File: config.mk
export PLATFORM = sky130hd
export DESIGN_NAME = sliding_median_filter_top
export DESIGN_NICKNAME = d
export VERILOG_FILES = /design/src/sv/smf_pkg.sv /design/src/sv/smf_front.sv /design/src/sv/smf_queue.sv /design/src/sv/smf_back.sv /design/src/sv/sliding_median_filter_top.sv
export SDC_FILE = /design/constraint.sdc
export NUM_CORES = 2
export LEC_CHECK = 0
export ABC_AREA = 1
export BUFFER_PORTS_ARGS = -buffer_cell sky130_fd_sc_hd__clkbuf_2
export CAP_MARGIN = 0
export CELL_PAD_IN_SITES_DETAIL_PLACEMENT = 1
export CELL_PAD_IN_SITES_GLOBAL_PLACEMENT = 2
export CORE_MARGIN = 2
export CORE_UTILIZATION = 35
export DETAILED_ROUTE_END_ITERATION = 7
export GPL_ROUTABILITY_DRIVEN = 0
export PLACE_DENSITY_LB_ADDON = 0.1
export SYNTH_ARGS = -nofsm -noshare
export SYNTH_HDL_FRONTEND = slang
export SYNTH_SLANG_ARGS = --single-unit
File: constraint.sdc
create_clock -name clk_i -period 23.1 [get_ports clk_i]
set_input_delay 4.62 -clock clk_i [delete_from_list [all_inputs] [get_ports clk_i]]
set_output_delay 4.62 -clock clk_i [all_outputs]
set_load 0.1 [all_outputs]
File: src/sv/smf_pkg.sv
// shared helpers for the sliding median filter
// no dependencies; imported by smf_front, smf_back and sliding_median_filter_top
package smf_pkg;

  // flat position of the (row, col) compare bit in a width x width matrix
  function automatic int pair_idx(input int row, input int col, input int width);
    return row * width + col;
  endfunction

endpackage

File: src/sv/smf_front.sv
// front part: takes samples, shifts the window and builds the pairwise compare matrix
// depends on smf_pkg
module smf_front import smf_pkg::*; #(
  parameter int WINDOW      = 9,
  parameter int SAMPLE_BITS = 24
) (
  input  logic                          clk_i,
  input  logic                          rst_ni,
  input  logic [SAMPLE_BITS-1:0]        sample_i,
  input  logic                          valid_i,
  output logic                          ready_o,
  output logic                          push_valid_o,
  input  logic                          push_ready_i,
  output logic [WINDOW*SAMPLE_BITS-1:0] push_window_o,
  output logic [WINDOW*WINDOW-1:0]      push_le_o
);

  logic [SAMPLE_BITS-1:0] window_q [WINDOW];
  logic [SAMPLE_BITS-1:0] window_d [WINDOW];
  logic                   accept;

  assign accept       = valid_i & push_ready_i;
  assign ready_o      = push_ready_i;
  assign push_valid_o = valid_i;

  always_comb begin
    window_d[0] = sample_i;
    for (int i = 1; i < WINDOW; i++) begin
      window_d[i] = window_q[i-1];
    end
  end

  always_ff @(posedge clk_i or negedge rst_ni) begin
    if (!rst_ni) begin
      for (int i = 0; i < WINDOW; i++) begin
        window_q[i] <= '0;
      end
    end else if (accept) begin
      window_q <= window_d;
    end
  end

  // le bit (r, c) for r < c: entry r ranks before entry c
  for (genvar r = 0; r < WINDOW; r++) begin : g_row
    assign push_window_o[r*SAMPLE_BITS +: SAMPLE_BITS] = window_d[r];
    for (genvar c = 0; c < WINDOW; c++) begin : g_col
      localparam int Idx = pair_idx(r, c, WINDOW);
      if (r < c) begin : g_cmp
        assign push_le_o[Idx] = $signed(window_d[r]) <= $signed(window_d[c]);
      end else begin : g_zero
        assign push_le_o[Idx] = 1'b0;
      end
    end
  end

  a_window_shift: assert property (@(posedge clk_i) disable iff (!rst_ni)
    accept |=> window_q[0] == $past(sample_i))
    else $error("window head does not hold the accepted sample");

endmodule

File: src/sv/smf_queue.sv
// two-entry queue between the front and back parts
// no dependencies
module smf_queue #(
  parameter int WIDTH = 8
) (
  input  logic             clk_i,
  input  logic             rst_ni,
  input  logic             in_valid_i,
  output logic             in_ready_o,
  input  logic [WIDTH-1:0] in_data_i,
  output logic             out_valid_o,
  input  logic             out_ready_i,
  output logic [WIDTH-1:0] out_data_o
);

  localparam int DEPTH = 2;
  localparam int PTR_W = $clog2(DEPTH);
  localparam int CNT_W = $clog2(DEPTH + 1);

  logic [WIDTH-1:0] data_q [DEPTH];
  logic [PTR_W-1:0] wr_ptr_q, wr_ptr_d, rd_ptr_q, rd_ptr_d;
  logic [CNT_W-1:0] count_q, count_d;
  logic             push, pop;

  assign in_ready_o  = count_q != CNT_W'(DEPTH);
  assign out_valid_o = count_q != '0;
  assign out_data_o  = data_q[rd_ptr_q];
  assign push        = in_valid_i & in_ready_o;
  assign pop         = out_valid_o & out_ready_i;

  always_comb begin
    wr_ptr_d = push ? wr_ptr_q + PTR_W'(1) : wr_ptr_q;
    rd_ptr_d = pop ? rd_ptr_q + PTR_W'(1) : rd_ptr_q;
    case ({push, pop})
      2'b10:   count_d = count_q + CNT_W'(1);
      2'b01:   count_d = count_q - CNT_W'(1);
      default: count_d = count_q;
    endcase
  end

  always_ff @(posedge clk_i or negedge rst_ni) begin
    if (!rst_ni) begin
      wr_ptr_q <= '0;
      rd_ptr_q <= '0;
      count_q  <= '0;
    end else begin
      wr_ptr_q <= wr_ptr_d;
      rd_ptr_q <= rd_ptr_d;
      count_q  <= count_d;
    end
  end

  always_ff @(posedge clk_i) begin
    if (push) begin
      data_q[wr_ptr_q] <= in_data_i;
    end
  end

  a_count_bound: assert property (@(posedge clk_i) disable iff (!rst_ni)
    count_q <= CNT_W'(DEPTH))
    else $error("queue fill count beyond depth");

  a_ptr_gap: assert property (@(posedge clk_i) disable iff (!rst_ni)
    (count_q == '0 || count_q == CNT_W'(DEPTH)) |-> wr_ptr_q == rd_ptr_q)
    else $error("queue pointers disagree with fill count");

endmodule

File: src/sv/smf_back.sv
// back part: ranks window entries from the compare matrix and registers the median
// depends on smf_pkg
module smf_back import smf_pkg::*; #(
  parameter int WINDOW      = 9,
  parameter int SAMPLE_BITS = 24
) (
  input  logic                          clk_i,
  input  logic                          rst_ni,
  input  logic                          pop_valid_i,
  output logic                          pop_ready_o,
  input  logic [WINDOW*SAMPLE_BITS-1:0] pop_window_i,
  input  logic [WINDOW*WINDOW-1:0]      pop_le_i,
  output logic                          valid_o,
  input  logic                          ready_i,
  output logic [SAMPLE_BITS-1:0]        median_o
);

  localparam int RANK_W = $clog2(WINDOW);
  localparam logic [RANK_W-1:0] MedRank = RANK_W'(WINDOW >> 1);

  logic [RANK_W-1:0]      rank [WINDOW];
  logic [WINDOW-1:0]      sel;
  logic [SAMPLE_BITS-1:0] median_d, median_q;
  logic                   valid_q, valid_d;
  logic                   load;

  assign pop_ready_o = !valid_q | ready_i;
  assign load        = pop_valid_i & pop_ready_o;
  assign valid_o     = valid_q;
  assign median_o    = median_q;

  // stable rank of each entry
  always_comb begin
    for (int i = 0; i < WINDOW; i++) begin
      rank[i] = '0;
      for (int j = 0; j < WINDOW; j++) begin
        if (j < i) begin
          rank[i] = rank[i] + RANK_W'(pop_le_i[pair_idx(j, i, WINDOW)]);
        end else if (j > i) begin
          rank[i] = rank[i] + RANK_W'(!pop_le_i[pair_idx(i, j, WINDOW)]);
        end
      end
      sel[i] = rank[i] == MedRank;
    end
  end

  always_comb begin
    median_d = '0;
    for (int i = 0; i < WINDOW; i++) begin
      median_d = median_d
               | ({SAMPLE_BITS{sel[i]}} & pop_window_i[i*SAMPLE_BITS +: SAMPLE_BITS]);
    end
  end

  always_comb begin
    if (load) begin
      valid_d = 1'b1;
    end else if (ready_i) begin
      valid_d = 1'b0;
    end else begin
      valid_d = valid_q;
    end
  end

  always_ff @(posedge clk_i or negedge rst_ni) begin
    if (!rst_ni) begin
      valid_q <= 1'b0;
    end else begin
      valid_q <= valid_d;
    end
  end

  always_ff @(posedge clk_i) begin
    if (load) begin
      median_q <= median_d;
    end
  end

  a_sel_onehot: assert property (@(posedge clk_i) disable iff (!rst_ni)
    load |-> $onehot(sel))
    else $error("median select is not one-hot");

endmodule

File: src/sv/sliding_median_filter_top.sv
// sliding median filter: top level tying front, queue and back together
// depends on smf_pkg, smf_front, smf_queue, smf_back
//
// usage:
//   s_axis carries one signed sample per request in the low SAMPLE_BITS of
//   tdata; padding bits up to the byte boundary are ignored. each accepted
//   sample is shifted into a window of the last WINDOW samples and m_axis
//   returns the median of that window (rank WINDOW>>1, ascending), one result
//   per request, zero-padded to whole bytes.
//   an accepted sample's window and compare bits are registered in the queue;
//   the back then ranks them and registers the median in the output register.
//   throughput: one sample per cycle while s_axis_tready is high; the front
//   compares all window pairs in the accept cycle, the back ranks when it pops.
//   reset clears the window to zeros, so early medians include those zeros,
//   and empties the two-entry queue and the output register.
//   when m_axis stalls the output register holds its result, the queue takes
//   up to two more samples, then s_axis_tready drops until space frees up.
module sliding_median_filter_top import smf_pkg::*; #(
  parameter int WINDOW      = 9,
  parameter int SAMPLE_BITS = 24
) (
  input  logic                                  clk_i,
  input  logic                                  rst_ni,
  input  logic                                  s_axis_tvalid,
  output logic                                  s_axis_tready,
  input  logic [((SAMPLE_BITS + 7) / 8) * 8-1:0] s_axis_tdata,   // sample
  output logic                                  m_axis_tvalid,
  input  logic                                  m_axis_tready,
  output logic [((SAMPLE_BITS + 7) / 8) * 8-1:0] m_axis_tdata    // median_value
);

  localparam int TDATA_W = ((SAMPLE_BITS + 7) / 8) * 8;
  localparam int WIN_W   = WINDOW * SAMPLE_BITS;
  localparam int LE_W    = WINDOW * WINDOW;
  localparam int Q_W     = WIN_W + LE_W;

  logic                   push_valid, push_ready;
  logic [WIN_W-1:0]       push_window;
  logic [LE_W-1:0]        push_le;
  logic                   pop_valid, pop_ready;
  logic [Q_W-1:0]         pop_data;
  logic [SAMPLE_BITS-1:0] median;

  smf_front #(
    .WINDOW      (WINDOW),
    .SAMPLE_BITS (SAMPLE_BITS)
  ) u_front (
    .clk_i         (clk_i),
    .rst_ni        (rst_ni),
    .sample_i      (s_axis_tdata[SAMPLE_BITS-1:0]),
    .valid_i       (s_axis_tvalid),
    .ready_o       (s_axis_tready),
    .push_valid_o  (push_valid),
    .push_ready_i  (push_ready),
    .push_window_o (push_window),
    .push_le_o     (push_le)
  );

  smf_queue #(
    .WIDTH (Q_W)
  ) u_queue (
    .clk_i       (clk_i),
    .rst_ni      (rst_ni),
    .in_valid_i  (push_valid),
    .in_ready_o  (push_ready),
    .in_data_i   ({push_le, push_window}),
    .out_valid_o (pop_valid),
    .out_ready_i (pop_ready),
    .out_data_o  (pop_data)
  );

  smf_back #(
    .WINDOW      (WINDOW),
    .SAMPLE_BITS (SAMPLE_BITS)
  ) u_back (
    .clk_i        (clk_i),
    .rst_ni       (rst_ni),
    .pop_valid_i  (pop_valid),
    .pop_ready_o  (pop_ready),
    .pop_window_i (pop_data[WIN_W-1:0]),
    .pop_le_i     (pop_data[Q_W-1:WIN_W]),
    .valid_o      (m_axis_tvalid),
    .ready_i      (m_axis_tready),
    .median_o     (median)
  );

  assign m_axis_tdata = TDATA_W'(median);

endmodule
==> summary.md <==
| Metric | Value |
|---|---|
| Clock skew | `roughly 0.025 ns` |
| Top post-synthesis cells by area | `edfxtp_1, ha_1, nand2_1` |
| Crit share post-route | `around 31%` |
| Post-route ant nets | `0` |
| Core region area | `0.1438 sq mm` |
| Die ar. | `approximately 0.15 sq mm` |
| Area grow syn2layout | `10.40%` |
| CTS Buffer Depth | `3` |
| FF-to-FF setup slack | `approximately 16 ns` |
| Pin count of the biggest net entering global routing | `139` |
| Global route overflow | `0` |
| Worst Setup Start Kind | `primary input` |
| Routed WL | `a little under 200 mm` |
| Clock-pin transition on the worst setup and hold timing paths | `0.06 ns` |
| Synth area leader | `edfxtp_1` |
| CP Capture Type | `register` |
| Worst Path Arrival | `roughly 7.5 ns` |
| Number of synthesized register bits | `725` |
| Most frequent cell on the critical path | `buf_4` |
| Crit. path cell count | `6` |
| Worst-path cell chain | `clkbuf_2 -> nand2_8 -> nor2_4 -> buf_4 -> buf_4 -> buf_4` |
| Die Ht | `385.1 microns` |
| Final min period | `approximately 7.2 ns` |
| Initial Util | `roughly 35%` |
| Hold Vio Cnt, Final | `0` |
| Slew HR | `about 27%` |
| CP max-delay cell | `buf_4` |
| Post-CTS Resized | `0` |
| Critical Path Source | `s_axis_tvalid` |
| Port Buffers | `53` |
| Worst slew pin tran | `between 1 and 1.5 ns` |
| Worst path top cell family by delay | `buffers and inverters` |
| Min-delay worst type | `reg -> reg` |
| Drt first pass iters | `5` |
| Slowest stage delay, CP | `0.84 ns` |
| Post-synthesis sequential area ratio | `40.89%` |
| Final #Nets | `around 7100` |
| Initial antenna violation count | `11` |
| CTS sink cnt | `725` |
| Synth Area per Inst | `approximately 8.4 sq um` |
| # Post-CTS Setup Buffers | `0` |
| Hold_buf cts | `0` |
| Vias in the first global route | `about 42000` |
| Row cnt | `approximately 140` |
| Synth Warn # | `0` |
| Drt initial violations | `2539` |
| Wire per inst | `around 24 microns` |
| Share of post-route cells with drive strength above 1 | `4.212%` |
| Num CTS Buffers | `89` |
| Fin area | `0.05612 sq mm` |
| Vias/cell | `5.169` |
| Max cap viols | `0` |
| CP Buf/Inv Count | `4` |
| Post-Syn Instances | `roughly 6000` |
| Die W | `385.1 microns` |
| Worst-path fanout max | `between 70 and 80` |
| Clock Latency Late Sink | `slightly above 0.7 ns` |
| DP Area | `0.05323 sq mm` |
| Fillcell total | `17077` |
| Final max-slew violation count | `0` |
| DRC Markers | `0` |
| Clk root buf | `clkbuf_16` |
| Final Setup Violations | `0` |
| R2r worst-path depth | `21` |
| R2r startpoint | `u_queue.rd_ptr_q` |
| TritonCTS clock tree | `built` |
| Post-Syn Area | `roughly 0.051 sq mm` |
| Yosys cell types | `30` |
| Post-Syn Nets | `about 7000` |
| Boundary Pins | `54` |
| WP data required | `around 23 ns` |
| R2R Path End | `u_back.median_o[18]` |
| Final setup TNS | `0 ns` |
| HPWL after detailed placement | `146.7 mm` |
| Critical path class | `in -> reg` |
| CTS H-tree lvls | `3` |
| CP Capture Point | `u_queue.data_q[0][53]` |
| First-pass GRT wire length | `between 200 and 300 mm` |
| Overall Global Routing Usage | `26.06%` |
| Synth top area share | `between 30% and 40%` |
| Max Fclk | `between 100 and 150 MHz` |
| RSZ-0062 raised after global routing | `no` |
| Status | `finished, final reports clean` |
| Vias post-DR | `41757` |
[area by class of cell]
cell class | count | area, sq um | area share, %
Tap cell | 1903 | 2381 | 4.243
Clock buffer | 123 | 2486 | 4.430
Clock inverter | 41 | 395.4 | 0.7045
Timing Repair Buffer | 90 | 565.5 | 1.008
Sequential cell | 725 | 20790 | 37.04
Inverter | 664 | 2500 | 4.455
Multi-Input combinational cell | 4530 | 27000 | 48.11
Antenna cell | 2 | 5.005 | 0.008918
[through the flow]
step	hold WS [ns]	util (%)	worst slack (ns)	std cells
final	0.5037	39.02	15.88	8078
after global routing	0.5209	39.02	15.70	8076
after CTS	0.4995	39.02	15.84	8076
after detailed placement	0.4853	37.01	15.09	7912
after global placement	0.4762	37.01	15.15	7912
after floorplan	0.4641	-	6.697	6033
[cell usage in the layout, fill, tap and decap left out, drive strengths merged, types with 7 or more instances in the layout]
cell type	count
nand2	2259
ha	892
inv	670
edfxtp	528
nor2	432
a21oi	356
dfrtp	197
o21ai	192
nand3	175
clkbuf	175
nand4	76
a21o	72
buf	38
fa	36
clkinv	23
or2	20
mux2i	7
[worst register-to-register path, stage by stage (launching register included)]
cell and delay [ns]:
dfrtp_4 0.74, inv_8 0.30, buf_4 0.43, or2_2 0.39
o21ai_1 0.14, inv_1 0.07, ha_1 0.28, inv_1 0.05
fa_1 0.53, inv_1 0.06, fa_1 0.52, inv_1 0.05
fa_1 0.46, fa_1 0.44, nand2_1 0.08, a21oi_1 0.04
nand2_1 0.41, inv_2 0.43, nand2_1 0.21, nand2_1 0.06
nor2_1 0.49, nand3_1 0.18
[routing by layer]
metal	share of wire (%)	GRT usage, %	wire length, microns	vias up
met5	0.010	0	20	-
met4	2.1	6.033	4047	2
met3	3.5	2.113	6801	176
met2	45	41.60	86230	676
met1	50	38.20	95260	20835
li1	-	-	-	20068
[kinds of logic (layout without fill, tap and decap cells)]
group | count (synthesis) | in the layout | share of synthesized area, %
AOI/OAI and AO/OA | 623 | 623 | 6.533
xor gates and xnor gates | 5 | 5 | 0.08615
adders and majority gates | 928 | 928 | 23.37
buffers and inverters | 778 | 918 | 6.119
DFF | 725 | 725 | 40.89
muxes | 7 | 7 | 0.1378
other | 0 | 2 | 0
and+or+nand+nor | 2967 | 2967 | 22.86
[synthesized netlist by cell type]
master / number
nand2_1: 2257
ha_1: 892
inv_1: 663
edfxtp_1: 528
nor2_1: 431
a21oi_1: 355
dfrtp_1: 197
o21ai_0: 186
nand3_1: 175
nand4_1: 76
a21o_1: 72
buf_2: 67
fa_1: 36
or2_2: 20
buf_4: 17
clkbuf_1: 16
clkbuf_2: 10
mux2i_1: 7
buf_6: 4
nand3b_1: 4
o21ai_2: 4
xor2_1: 4
a31oi_1: 3
nand2_2: 2
o21ai_1: 2
a21oi_2: 1
inv_2: 1
nor2_2: 1
nor3_1: 1
xnor2_1: 1
[flip-flops by register name, summed over array words and instances (netlist names)]
name	count
u_queue.data_q	504
u_back.median_o	24
u_queue.wr_ptr_q	1
u_back.valid_o	1
u_front.push_window_o	192
u_queue.rd_ptr_q	1
u_queue.count_q	2
[how the worst min path moves through the flow]
stage | start | end | slack [ns] | cells after the start
after floorplan | u_front.push_window_o[193] | u_queue.data_q[0][193] | 0.46 | 0
after global routing | u_front.push_window_o[205] | u_queue.data_q[0][205] | 0.52 | 0
after detailed placement | u_front.push_window_o[209] | u_queue.data_q[0][209] | 0.49 | 0
after global placement | u_front.push_window_o[199] | u_queue.data_q[0][199] | 0.48 | 0
after CTS | u_front.push_window_o[209] | u_queue.data_q[0][209] | 0.50 | 0
final | u_front.push_window_o[194] | u_queue.data_q[1][194] | 0.50 | 0
Power is not shown: default switching activity piles up to over one toggle a cycle in this logic, so the estimate is an artifact.
